--- src/rtl/assert_macros.svh ---
// Assertion macros shared by the RTL of the save slot sector validator.
// No dependencies; each file that asserts includes this header.
`ifndef ASSERT_MACROS_SVH
`define ASSERT_MACROS_SVH
`ifndef SYNTH
// Same-cycle implication, disabled while in reset.
`define ASSERT_IMPL(lbl, clk, rst_n, ante, cons) \
  lbl: assert property (@(posedge clk) disable iff (!rst_n) (ante) |-> (cons)) \
    else $error("assertion failed");
// Next-cycle implication, disabled while in reset.
`define ASSERT_NEXT(lbl, clk, rst_n, ante, cons) \
  lbl: assert property (@(posedge clk) disable iff (!rst_n) (ante) |=> (cons)) \
    else $error("assertion failed");
`else
`define ASSERT_IMPL(lbl, clk, rst_n, ante, cons)
`define ASSERT_NEXT(lbl, clk, rst_n, ante, cons)
`endif
`endif

--- src/rtl/ssv_pkg.sv ---
// Package for the save slot sector validator: constants, error codes, check result type.
// No dependencies.
package ssv_pkg;

  localparam int SECTOR_WORDS_DEF = 1024;
  localparam int FOOTER_WORD_DEF  = 1021;
  localparam int SECTIONS         = 14;

  // Word positions: summed length and snapshot points (bytes / 4).
  localparam int SUM_WORDS     = 3968 / 4;
  localparam int SNAP_2000_POS = 2000 / 4 - 1;
  localparam int SNAP_3848_POS = 3848 / 4 - 1;
  localparam int SNAP_3884_POS = 3884 / 4 - 1;

  // Section ids with a shortened checksum.
  localparam logic [15:0] ID_LEN_3884 = 16'd0;
  localparam logic [15:0] ID_LEN_3848 = 16'd4;
  localparam logic [15:0] ID_LEN_2000 = 16'd13;

  localparam logic [31:0] SIGNATURE_RESET = 32'h0801_2025;
  localparam logic [15:0] HALF_MASK       = 16'hFFFF;

  typedef enum logic [1:0] {
    ERR_NONE      = 2'd0,
    ERR_SIGNATURE = 2'd1,
    ERR_RANGE     = 2'd2,
    ERR_DUPLICATE = 2'd3
  } err_t;

  typedef struct packed {
    logic                checksum_ok;
    err_t                first_error;
    logic [SECTIONS-1:0] ids_seen;
  } check_t;

endpackage

--- src/rtl/ssv_footer_check.sv ---
// Sector footer check: checksum length select, 16-bit fold, error flagging.
// Depends on ssv_pkg.
module ssv_footer_check (
  input  logic [15:0]                   footer_id,
  input  logic [15:0]                   stored_checksum,
  input  logic [31:0]                   running_sum,
  input  logic [31:0]                   sum_at_2000,
  input  logic [31:0]                   sum_at_3848,
  input  logic [31:0]                   sum_at_3884,
  input  logic                          signature_ok,
  input  logic [ssv_pkg::SECTIONS-1:0]  ids_seen,
  input  ssv_pkg::err_t                 first_error,
  output ssv_pkg::check_t               check
);

  logic        in_range;
  logic [31:0] sum_sel;
  logic [15:0] folded;
  logic [ssv_pkg::SECTIONS-1:0] id_bit;

  assign in_range = footer_id < 16'(ssv_pkg::SECTIONS);

  always_comb begin
    if (!in_range) begin
      sum_sel = '0;
    end else begin
      unique case (footer_id)
        ssv_pkg::ID_LEN_3884: sum_sel = sum_at_3884;
        ssv_pkg::ID_LEN_3848: sum_sel = sum_at_3848;
        ssv_pkg::ID_LEN_2000: sum_sel = sum_at_2000;
        default:              sum_sel = running_sum;
      endcase
    end
  end

  // carry of the fold is dropped
  assign folded = (sum_sel[15:0] + sum_sel[31:16]) & ssv_pkg::HALF_MASK;

  assign id_bit = in_range ? (ssv_pkg::SECTIONS)'(1) << footer_id[3:0] : '0;

  always_comb begin
    check.checksum_ok = folded == stored_checksum;
    check.first_error = first_error;
    check.ids_seen    = ids_seen | id_bit;
    // priority: signature, then range, then duplicate; first error sticks
    if (check.first_error == ssv_pkg::ERR_NONE && !signature_ok) begin
      check.first_error = ssv_pkg::ERR_SIGNATURE;
    end
    if (check.first_error == ssv_pkg::ERR_NONE) begin
      if (!in_range) begin
        check.first_error = ssv_pkg::ERR_RANGE;
      end else if ((ids_seen & id_bit) != '0) begin
        check.first_error = ssv_pkg::ERR_DUPLICATE;
      end
    end
  end

endmodule

--- src/rtl/save_slot_sector_validator_top.sv ---
// Top level of the save slot sector validator: input register, sector state, result register.
// Depends on ssv_pkg, ssv_footer_check and assert_macros.svh.
//
// Usage: the slot image arrives as 32-bit little-endian words on the in_ channel
// (valid/ready, transfer when both high), SECTOR_WORDS words per sector, 14 sectors
// per slot. in_slot_start on a word clears all slot state and takes that word as
// word 0 of sector 0; a partial slot is dropped without a result.
// One result per sector leaves on the out_ channel, built from the sector's last word.
// A word is registered at its input transfer and checked from that register; a sector's
// result loads the output register when the word that ends it leaves the input register.
// Throughput: one word per cycle; the per-word work is one 32-bit add, a few position
// compares and the footer check, all within one register-to-register stage.
// When the receiver stalls, words that give no result keep flowing; a word that ends
// a sector waits in the input register until the output register is free.
// The user must set the footer signature (cfg_we/cfg_wdata) only while idle; not enforced.
// Reset (rst_n low, synchronous) empties both registers, clears all slot state and
// loads the default signature.
module save_slot_sector_validator_top #(
  parameter int SECTOR_WORDS = ssv_pkg::SECTOR_WORDS_DEF,
  parameter int FOOTER_WORD  = ssv_pkg::FOOTER_WORD_DEF
) (
  input  logic        clk,
  input  logic        rst_n,
  input  logic        cfg_we,
  input  logic [31:0] cfg_wdata,
  input  logic        in_valid,
  output logic        in_ready,
  input  logic [31:0] in_data_word,
  input  logic        in_slot_start,
  output logic        out_valid,
  input  logic        out_ready,
  output logic [15:0] out_sector_id,
  output logic        out_checksum_ok,
  output logic [1:0]  out_error_code,
  output logic        out_slot_end,
  output logic        out_slot_valid,
  output logic [31:0] out_min_index
);

  `include "assert_macros.svh"

  localparam int POS_W = $clog2(SECTOR_WORDS);
  localparam int SEC_N = ssv_pkg::SECTIONS;

  // configuration
  logic [31:0] signature_r;

  // input register
  logic        s1_valid_r;
  logic [31:0] s1_word_r;
  logic        s1_start_r;

  // sector and slot state
  logic [POS_W-1:0]    pos_r,    pos_nxt;
  logic [3:0]          cnt_r,    cnt_nxt;
  logic [31:0]         rsum_r,   rsum_nxt;
  logic [31:0]         s2000_r,  s2000_nxt;
  logic [31:0]         s3848_r,  s3848_nxt;
  logic [31:0]         s3884_r,  s3884_nxt;
  logic [15:0]         fid_r,    fid_nxt;
  logic [15:0]         schk_r,   schk_nxt;
  logic                sig_ok_r, sig_ok_nxt;
  logic [SEC_N-1:0]    ids_r,    ids_nxt;
  logic [31:0]         min_r,    min_nxt;
  ssv_pkg::err_t       ferr_r,   ferr_nxt;

  // values after this word's updates, before the sector-end check
  logic [POS_W-1:0]    pos_m;
  logic [3:0]          cnt_m;
  logic [31:0]         rsum_m, s2000_m, s3848_m, s3884_m, min_m;
  logic [15:0]         fid_m, schk_m;
  logic                sig_ok_m;
  logic [SEC_N-1:0]    ids_m;
  ssv_pkg::err_t       ferr_m;
  logic                last_word, slot_last;
  ssv_pkg::check_t     check;

  // output register
  logic          out_valid_r;
  logic [15:0]   out_id_r;
  logic          out_ok_r;
  ssv_pkg::err_t out_err_r;
  logic          out_end_r;
  logic          out_slot_valid_r;
  logic [31:0]   out_index_r;

  logic s1_fire, out_free, emit;

  // a word that ends a sector needs the output register; others never wait
  assign out_free = !out_valid_r || out_ready;
  assign s1_fire  = s1_valid_r && (!last_word || out_free);
  assign emit     = s1_fire && last_word;
  assign in_ready = !s1_valid_r || s1_fire;

  // per-word update: slot clear, running sum, snapshots, footer latches
  always_comb begin
    pos_m    = s1_start_r ? '0 : pos_r;
    cnt_m    = s1_start_r ? '0 : cnt_r;
    rsum_m   = s1_start_r ? '0 : rsum_r;
    s2000_m  = s1_start_r ? '0 : s2000_r;
    s3848_m  = s1_start_r ? '0 : s3848_r;
    s3884_m  = s1_start_r ? '0 : s3884_r;
    fid_m    = s1_start_r ? '0 : fid_r;
    schk_m   = s1_start_r ? '0 : schk_r;
    sig_ok_m = s1_start_r ? 1'b0 : sig_ok_r;
    ids_m    = s1_start_r ? '0 : ids_r;
    min_m    = s1_start_r ? '0 : min_r;
    ferr_m   = s1_start_r ? ssv_pkg::ERR_NONE : ferr_r;

    if (32'(pos_m) < ssv_pkg::SUM_WORDS) begin
      rsum_m = rsum_m + s1_word_r;
      if (32'(pos_m) == ssv_pkg::SNAP_2000_POS) s2000_m = rsum_m;
      if (32'(pos_m) == ssv_pkg::SNAP_3848_POS) s3848_m = rsum_m;
      if (32'(pos_m) == ssv_pkg::SNAP_3884_POS) s3884_m = rsum_m;
    end
    // footer: id and checksum, then signature, then save index
    if (32'(pos_m) == FOOTER_WORD) begin
      fid_m  = s1_word_r[15:0];
      schk_m = s1_word_r[31:16];
    end
    if (32'(pos_m) == FOOTER_WORD + 1) begin
      sig_ok_m = s1_word_r == signature_r;
    end
    if (32'(pos_m) == FOOTER_WORD + 2) begin
      if (cnt_m == '0 || s1_word_r < min_m) min_m = s1_word_r;
    end

    last_word = 32'(pos_m) == SECTOR_WORDS - 1;
    slot_last = 32'(cnt_m) == SEC_N - 1;
  end

  ssv_footer_check u_check (
    .footer_id      (fid_m),
    .stored_checksum(schk_m),
    .running_sum    (rsum_m),
    .sum_at_2000    (s2000_m),
    .sum_at_3848    (s3848_m),
    .sum_at_3884    (s3884_m),
    .signature_ok   (sig_ok_m),
    .ids_seen       (ids_m),
    .first_error    (ferr_m),
    .check          (check)
  );

  // state after the sector end: sector fields clear, slot fields clear on the last sector
  always_comb begin
    pos_nxt    = pos_m + POS_W'(1);
    cnt_nxt    = cnt_m;
    rsum_nxt   = rsum_m;
    s2000_nxt  = s2000_m;
    s3848_nxt  = s3848_m;
    s3884_nxt  = s3884_m;
    fid_nxt    = fid_m;
    schk_nxt   = schk_m;
    sig_ok_nxt = sig_ok_m;
    ids_nxt    = ids_m;
    min_nxt    = min_m;
    ferr_nxt   = ferr_m;
    if (last_word) begin
      pos_nxt    = '0;
      rsum_nxt   = '0;
      s2000_nxt  = '0;
      s3848_nxt  = '0;
      s3884_nxt  = '0;
      fid_nxt    = '0;
      schk_nxt   = '0;
      sig_ok_nxt = 1'b0;
      if (slot_last) begin
        cnt_nxt  = '0;
        ids_nxt  = '0;
        min_nxt  = '0;
        ferr_nxt = ssv_pkg::ERR_NONE;
      end else begin
        cnt_nxt  = cnt_m + 4'd1;
        ids_nxt  = check.ids_seen;
        ferr_nxt = check.first_error;
      end
    end
  end

  always_ff @(posedge clk) begin
    if (!rst_n) begin
      signature_r <= ssv_pkg::SIGNATURE_RESET;
      s1_valid_r  <= 1'b0;
      out_valid_r <= 1'b0;
      pos_r       <= '0;
      cnt_r       <= '0;
      rsum_r      <= '0;
      s2000_r     <= '0;
      s3848_r     <= '0;
      s3884_r     <= '0;
      fid_r       <= '0;
      schk_r      <= '0;
      sig_ok_r    <= 1'b0;
      ids_r       <= '0;
      min_r       <= '0;
      ferr_r      <= ssv_pkg::ERR_NONE;
    end else begin
      if (cfg_we) begin
        signature_r <= cfg_wdata;
      end
      // input register
      if (in_valid && in_ready) begin
        s1_valid_r <= 1'b1;
      end else if (s1_fire) begin
        s1_valid_r <= 1'b0;
      end
      // sector state
      if (s1_fire) begin
        pos_r    <= pos_nxt;
        cnt_r    <= cnt_nxt;
        rsum_r   <= rsum_nxt;
        s2000_r  <= s2000_nxt;
        s3848_r  <= s3848_nxt;
        s3884_r  <= s3884_nxt;
        fid_r    <= fid_nxt;
        schk_r   <= schk_nxt;
        sig_ok_r <= sig_ok_nxt;
        ids_r    <= ids_nxt;
        min_r    <= min_nxt;
        ferr_r   <= ferr_nxt;
      end
      // output register
      if (emit) begin
        out_valid_r <= 1'b1;
      end else if (out_ready) begin
        out_valid_r <= 1'b0;
      end
    end
  end

  // payload registers, no reset
  always_ff @(posedge clk) begin
    if (in_valid && in_ready) begin
      s1_word_r  <= in_data_word;
      s1_start_r <= in_slot_start;
    end
    if (emit) begin
      out_id_r         <= fid_m;
      out_ok_r         <= check.checksum_ok;
      out_err_r        <= check.first_error;
      out_end_r        <= slot_last;
      out_slot_valid_r <= slot_last && check.first_error == ssv_pkg::ERR_NONE;
      out_index_r      <= min_m;
    end
  end

  assign out_valid       = out_valid_r;
  assign out_sector_id   = out_id_r;
  assign out_checksum_ok = out_ok_r;
  assign out_error_code  = out_err_r;
  assign out_slot_end    = out_end_r;
  assign out_slot_valid  = out_slot_valid_r;
  assign out_min_index   = out_index_r;

  // a valid slot is only ever reported on its last sector, with no error
  `ASSERT_IMPL(a_valid_needs_end, clk, rst_n, out_valid_r && out_slot_valid_r,
               out_end_r && out_err_r == ssv_pkg::ERR_NONE)
  // while error-free, each finished sector has added exactly one new id
  `ASSERT_IMPL(a_ids_track_count, clk, rst_n, ferr_r == ssv_pkg::ERR_NONE,
               $countones(ids_r) == 32'(cnt_r))
  // a sector's last word always lands a result in the output register
  `ASSERT_NEXT(a_emit_loads_out, clk, rst_n, emit, out_valid_r)
  // the sector counter never passes the slot length
  `ASSERT_IMPL(a_count_bound, clk, rst_n, s1_fire, 32'(cnt_r) < SEC_N)

endmodule

--- config.mk ---
export PLATFORM = sky130hd
export DESIGN_NAME = save_slot_sector_validator_top
export DESIGN_NICKNAME = d
export VERILOG_FILES = /design/src/rtl/ssv_pkg.sv /design/src/rtl/ssv_footer_check.sv /design/src/rtl/save_slot_sector_validator_top.sv
export VERILOG_INCLUDE_DIRS = /design/src /design/src/rtl
export SDC_FILE = /design/constraint.sdc
export NUM_CORES = 1
export LEC_CHECK = 0
export BUFFER_PORTS_ARGS = -buffer_cell sky130_fd_sc_hd__buf_2
export CORE_UTILIZATION = 40
export CTS_BUF_LIST = sky130_fd_sc_hd__clkbuf_8
export DETAILED_ROUTE_END_ITERATION = 8
export PLACE_DENSITY = 0.54
export SYNTH_ARGS = -nofsm -noshare
export SYNTH_HDL_FRONTEND = slang
export SYNTH_SLANG_ARGS = --single-unit
--- constraint.sdc ---
create_clock -name clk -period 7.9 [get_ports clk]
set_input_delay 0.395 -clock clk [delete_from_list [all_inputs] [get_ports clk]]
set_output_delay 0.395 -clock clk [all_outputs]
set_load 0.005 [all_outputs]
==> flow_metrics.env, run 1 <==
export IMPL_status="completed"
export IMPL_fin_area_mm2=0.0228
export IMPL_fin_crit_sh_pct=89.1
export IMPL_core_mm2=0.0488
export IMPL_gp_congestion=0.919
export IMPL_synth_area_mm2=0.0198
export IMPL_hold_class="in2reg"
export IMPL_cts_setup_buffers=0
export IMPL_initial_utilization_pct=40.5
export IMPL_dp_slack_ns=1.00
export IMPL_place_inst=2955
export IMPL_routed_via_count=18100
export IMPL_final_core_util_pct=46.7
export IMPL_grt_use_total_pct=26.8
export IMPL_async_reset_ff_share_pct=0
export IMPL_slowest_stage="edfxtp_1"
export IMPL_slew_headroom_pct=17.1
export IMPL_required_ns=8.40
export IMPL_clk_path_buf_depth=3
export IMPL_crit_fanout=44
export IMPL_die_w_um=224
export IMPL_grt_overflow=0
export IMPL_cts_tree="built"
export IMPL_synth_cell_type_count=92
export IMPL_clock_skew_final_ns=0.0266
export IMPL_synth_edf_count=86
export IMPL_clk_pin_slew_ns=0.06
export IMPL_fillers=4769
export IMPL_dp_hpwl_um=46400
export IMPL_synth_warnings=0
export IMPL_hold_viol=0
export IMPL_remaining_drc_errors=0
export IMPL_insertion_delay_ns=0.69
export IMPL_place_area_mm2=0.0209
export IMPL_grt_pass1_wl_um=104000
export IMPL_drive_gt1_share_pct=11.8
export IMPL_endpoint_kind="flop"
export IMPL_antenna_found_initial=1
export IMPL_cp_start_kind="flop"
export IMPL_drv_cap=0
export IMPL_syn_area_per_cell_um2=8.62
export IMPL_cp_top_family="compound AO/OA/AOI/OAI gates"
export IMPL_slew_violations=0
export IMPL_routed_wl_um=68400
export IMPL_area_growth_pct=15.3
export IMPL_powerDensity_mw_per_mm2=179
export IMPL_tns_ns=0
export IMPL_final_cells=3131
export IMPL_cts_hold_buf=66
export IMPL_p_leak_nw=8.91
export IMPL_irDropWorstVdd_mv=0.182
export IMPL_rows=81
export IMPL_synth_cells=2297
export IMPL_ant_nets=0
export IMPL_first_pass_iters=6
export IMPL_path_class="reg2reg"
export IMPL_final_nets=2561
export IMPL_syn_num_nets=2438
export IMPL_cts_max_level=2
export IMPL_path_buf_inv=1
export IMPL_tightest_slew_ns=1.24
export IMPL_crit_path_max_incr_delay_ns=0.60
export IMPL_timing_fmax_ghz=0.142
export IMPL_port_buffers=124
export IMPL_ys_ff_latch=343
export IMPL_finalSetupViolations=0
export IMPL_die_area_mm2=0.0504
export IMPL_grt_pass1_vias=17500
export IMPL_cp_arrival_ns=7.54
export IMPL_vias_per_cell=5.79
export IMPL_wl_per_cell_um=21.9
export IMPL_grt_max_degree=90
export IMPL_ios=125
export IMPL_cts_root_buf="clkbuf_8"
export IMPL_ys_seq_area_share_pct=39.0
export IMPL_final_common_cell="dfxtp_1"
export IMPL_final_cell_mix="257 x dfxtp_1, 251 x nand2_1, 213 x nor2b_1"
export IMPL_synth_ff_type="dfxtp_1"
export IMPL_min_period_ns=7.04
export IMPL_cts_buffers_inserted=61
export IMPL_layout_setup_ws_ns=0.860
export IMPL_first_iter_violations=1516
export IMPL_clock_sinks=343
export IMPL_die_h_um=224
export IMPL_rsz0062_at_grt="false"
export IMPL_cts_resized_gates=0
-- synth_stat cells, drive strengths merged (59+ instances only) --
master,number,area (um^2)
a21oi,136,681
nor2,103,389
a22oi,150,1130
o21ai,166,831
edfxtp,86,2580
dfxtp,257,5140
xor2,59,517
clkbuf,139,522
nand2,251,942
nand3,59,295
nor2b,214,1340
ha,69,863
-- routing by layer --
layer | track usage [%] | wire [um]
met5 | 0 | 0
met4 | 11.3 | 2410
met3 | 3.87 | 4050
met2 | 43.5 | 31800
met1 | 35.4 | 30200
-- tightest hold or removal path, stage by stage --
cell      delay [ns]
buf_2           0.07
nand2b_1        0.22
a21boi_0        0.12
-- worst paths after layout --
path                          from                   endpoint  slack, ns  cells past startpoint
min reg2reg  min_r[0]$_SDFFE_PN0P_      min_r[0]$_SDFFE_PN0P_       0.47                      2
max           s1_start_r$_DFFE_PP_  out_checksum_ok$_DFFE_PP_       0.86                     26
min                      out_ready     out_valid$_SDFFE_PN0P_       0.17                      3
max reg2reg   s1_start_r$_DFFE_PP_  out_checksum_ok$_DFFE_PP_       0.86                     26
-- metrics by stage --
stage | total power, W | hold slack (ns)
2_1_floorplan | 0.00221 | 0.431
3_3_place_gp | 0.00238 | 0.448
3_5_place_dp | 0.00238 | 0.453
4_1_cts | 0.00411 | 0.122
5_1_grt | 0.00423 | 0.222
6_report | 0.00408 | 0.171
-- report_power, final --
group	switching, W	leakage (nW)	internal (W)
sequential	0.0000710	3.01	0.00183
combinational	0.000301	5.18	0.000177
clock	0.000791	0.712	0.000908
total	0.00116	8.91	0.00292
-- cells by family after synthesis --
group                      after synthesis  share of synthesized area (%)
muxes                                   46                           2.37
DFF                                    343                           39.0
adders and majority gates               74                           4.71
AOI/OAI and AO/OA                      686                           22.8
and+or+nand+nor                        833                           22.2
xor gates and xnor gates               106                           4.76
buffers and inverters                  209                           4.12
-- layout make-up --
cell class / count / area, um^2 / share of cell area (%)
Multi-Input combinational cell: 1745 / 11300 / 49.5
Sequential cell: 343 / 7730 / 33.8
Timing Repair Buffer: 232 / 1600 / 7.00
Clock buffer: 74 / 1020 / 4.46
Tap cell: 664 / 831 / 3.64
Clock inverter: 35 / 210 / 0.921
Inverter: 37 / 140 / 0.614
Antenna cell: 1 / 2.50 / 0.0110
-- registers in the layout, indices dropped and copies added, names as in the netlist, 4 cells and up --
| name | count |
|---|---|
| cnt_r | 4 |
| fid_r | 16 |
| ids_r | 14 |
| min_r | 32 |
| out_min_index | 32 |
| out_sector_id | 16 |
| pos_r | 10 |
| rsum_r | 32 |
| s1_word_r | 32 |
| s2000_r | 32 |
| s3848_r | 32 |
| s3884_r | 32 |
| schk_r | 16 |
| signature_r | 32 |
(Power assumes the default switching activity.)
==> run 2, diff against run 1 <==
--- a/config.mk
+++ b/config.mk
@@ -7,10 +7,10 @@
 export NUM_CORES = 1
 export LEC_CHECK = 0
 export BUFFER_PORTS_ARGS = -buffer_cell sky130_fd_sc_hd__buf_2
-export CORE_UTILIZATION = 40
+export CORE_UTILIZATION = 42
 export CTS_BUF_LIST = sky130_fd_sc_hd__clkbuf_8
 export DETAILED_ROUTE_END_ITERATION = 8
-export PLACE_DENSITY = 0.54
+export PLACE_DENSITY = 0.57
 export SYNTH_ARGS = -nofsm -noshare
 export SYNTH_HDL_FRONTEND = slang
 export SYNTH_SLANG_ARGS = --single-unit
==> run 2 against run 1 <==
  * Largest power group unchanged
  * Final area down 0.58%
  * Via count decreased by 0.28%
  * Critical path depth did not move
  * Combinational power up 2%
  * Clock skew grew 0.0062 ns
==> flow_metrics.env, run 2 (synthesis gave the netlist of run 1 again) <==
export IMPL_grtUsageMet2_pct=44.8
export IMPL_r2r_slack_ns=0.98
export IMPL_grt_overflow=0
export IMPL_required_ns=8.37
export IMPL_multi_input_area_mm2=0.0113
export IMPL_grt_max_degree=84
export IMPL_cts_root_buf="clkbuf_8"
export IMPL_fillers=4463
export IMPL_cts_setup_buffers=0
export IMPL_antenna_found_initial=1
export IMPL_timing_fmax_ghz=0.145
export IMPL_gp_congestion=0.874
export IMPL_place_inst=2902
export IMPL_seqCellArea_mm2=0.00773
export IMPL_power_w=0.00400
export IMPL_routed_wl_um=67300
export IMPL_hold_class="in2reg"
export IMPL_vias_per_cell=5.89
export IMPL_clock_skew_final_ns=0.0328
export IMPL_crit_path_max_incr_delay_ns=0.64
export IMPL_ant_nets=0
export IMPL_tightest_slew_ns=1.23
export IMPL_clk_path_buf_depth=3
export IMPL_dp_hpwl_um=46400
export IMPL_routed_via_count=18100
export IMPL_powerDensity_mw_per_mm2=176
export IMPL_clock_sinks=343
export IMPL_cp_arrival_ns=7.38
export IMPL_remaining_drc_errors=0
export IMPL_path_class="reg2reg"
export IMPL_grt_use_total_pct=28.0
export IMPL_grt_pass1_wl_um=103000
export IMPL_core_mm2=0.0466
export IMPL_final_core_util_pct=48.8
export IMPL_ios=125
export IMPL_die_h_um=219
export IMPL_drive_gt1_share_pct=11.7
export IMPL_crit_fanout=31
export IMPL_finalSetupViolations=0
export IMPL_cts_buffers_inserted=58
export IMPL_irDropWorstVdd_mv=0.133
export IMPL_final_common_cell="dfxtp_1"
export IMPL_met1_usage_pct=37.9
export IMPL_wl_per_cell_um=21.9
export IMPL_die_w_um=219
export IMPL_insertion_delay_ns=0.67
export IMPL_first_iter_violations=1636
export IMPL_p_leak_nw=8.88
export IMPL_slowest_stage="edfxtp_1"
export IMPL_hold_viol=0
export IMPL_grt_pass1_vias=17300
export IMPL_final_cell_mix="257 x dfxtp_1, 251 x nand2_1, 213 x nor2b_1"
export IMPL_cp_start_kind="flop"
export IMPL_endpoint_kind="flop"
export IMPL_drv_cap=0
export IMPL_tns_ns=0
export IMPL_slew_violations=0
export IMPL_final_cells=3072
export IMPL_status="completed"
export IMPL_initial_utilization_pct=42.5
export IMPL_fin_crit_sh_pct=87.6
export IMPL_first_pass_iters=8
export IMPL_slew_headroom_pct=17.9
export IMPL_area_growth_pct=14.6
export IMPL_min_period_ns=6.92
export IMPL_rows=79
export IMPL_met3_usage_pct=3.81
export IMPL_grt_busiest_layer="met2"
export IMPL_port_buffers=124
export IMPL_die_area_mm2=0.0480
export IMPL_cts_max_level=2
export IMPL_cpMostUsedCell="a21oi_1"
export IMPL_rsz0062_at_grt="false"
export IMPL_final_nets=2561
export IMPL_cts_tree="built"
export IMPL_clk_pin_slew_ns=0.06
## run 2: report_power, final
part	switching [W]	total (W)	internal [W]
clock	0.000766	0.00162	0.000853
sequential	0.0000670	0.00190	0.00183
combinational	0.000308	0.000486	0.000179
## run 2: timing repair
item,in CTS,in global routing
gates resized for setup,0,0
hold endpoints to repair,65,0
hold buffers,65,0
## run 2: final cells by class
class / instances / area share (%)
Timing Repair Buffer: 235 / 7.13
Antenna cell: 1 / 0.0110
Clock buffer: 69 / 4.18
Multi-Input combinational cell: 1745 / 49.8
Clock inverter: 35 / 0.910
Tap cell: 607 / 3.35
Inverter: 37 / 0.617
Sequential cell: 343 / 34.0
## run 2: critical path, delay by kind of cell (launching register included)
kind	cells	cell delay, ns
fa+ha+maj	2	0.39
xor+xnor	2	0.27
flops	1	0.64
mux	1	0.60
simple gates	10	2.76
compound gates	9	1.53
buf+inv	2	0.52
## run 2: metal layers
layer	vias to the layer above	wire length (um)
met2	569	31000
met1	8767	30300
li1	8624	-
met3	129	3600
met4	0	2370
met5	-	0
## run 2: worst paths after layout
kind	from	cells after the start	end
worst max-delay path	s1_start_r$_DFFE_PP_	26	out_checksum_ok$_DFFE_PP_
worst min register to register	s3884_r[30]$_SDFFE_PN0P_	2	s3884_r[30]$_SDFFE_PN0P_
worst max register to register	s1_start_r$_DFFE_PP_	26	out_checksum_ok$_DFFE_PP_
worst min-delay path	cfg_wdata[7]	3	signature_r[7]$_SDFFE_PN0P_
## run 2: stage by stage
stage | hold slack, ns | worst slack, ns | instance area (um^2)
final | 0.0409 | 0.983 | 22700
after global routing | 0.0302 | 0.446 | 22700
after detailed placement | 0.454 | 1.13 | 20900
after floorplan | 0.431 | 0.614 | 19800
after global placement | 0.452 | 1.30 | 20900
after CTS | 0.00289 | 1.11 | 22700
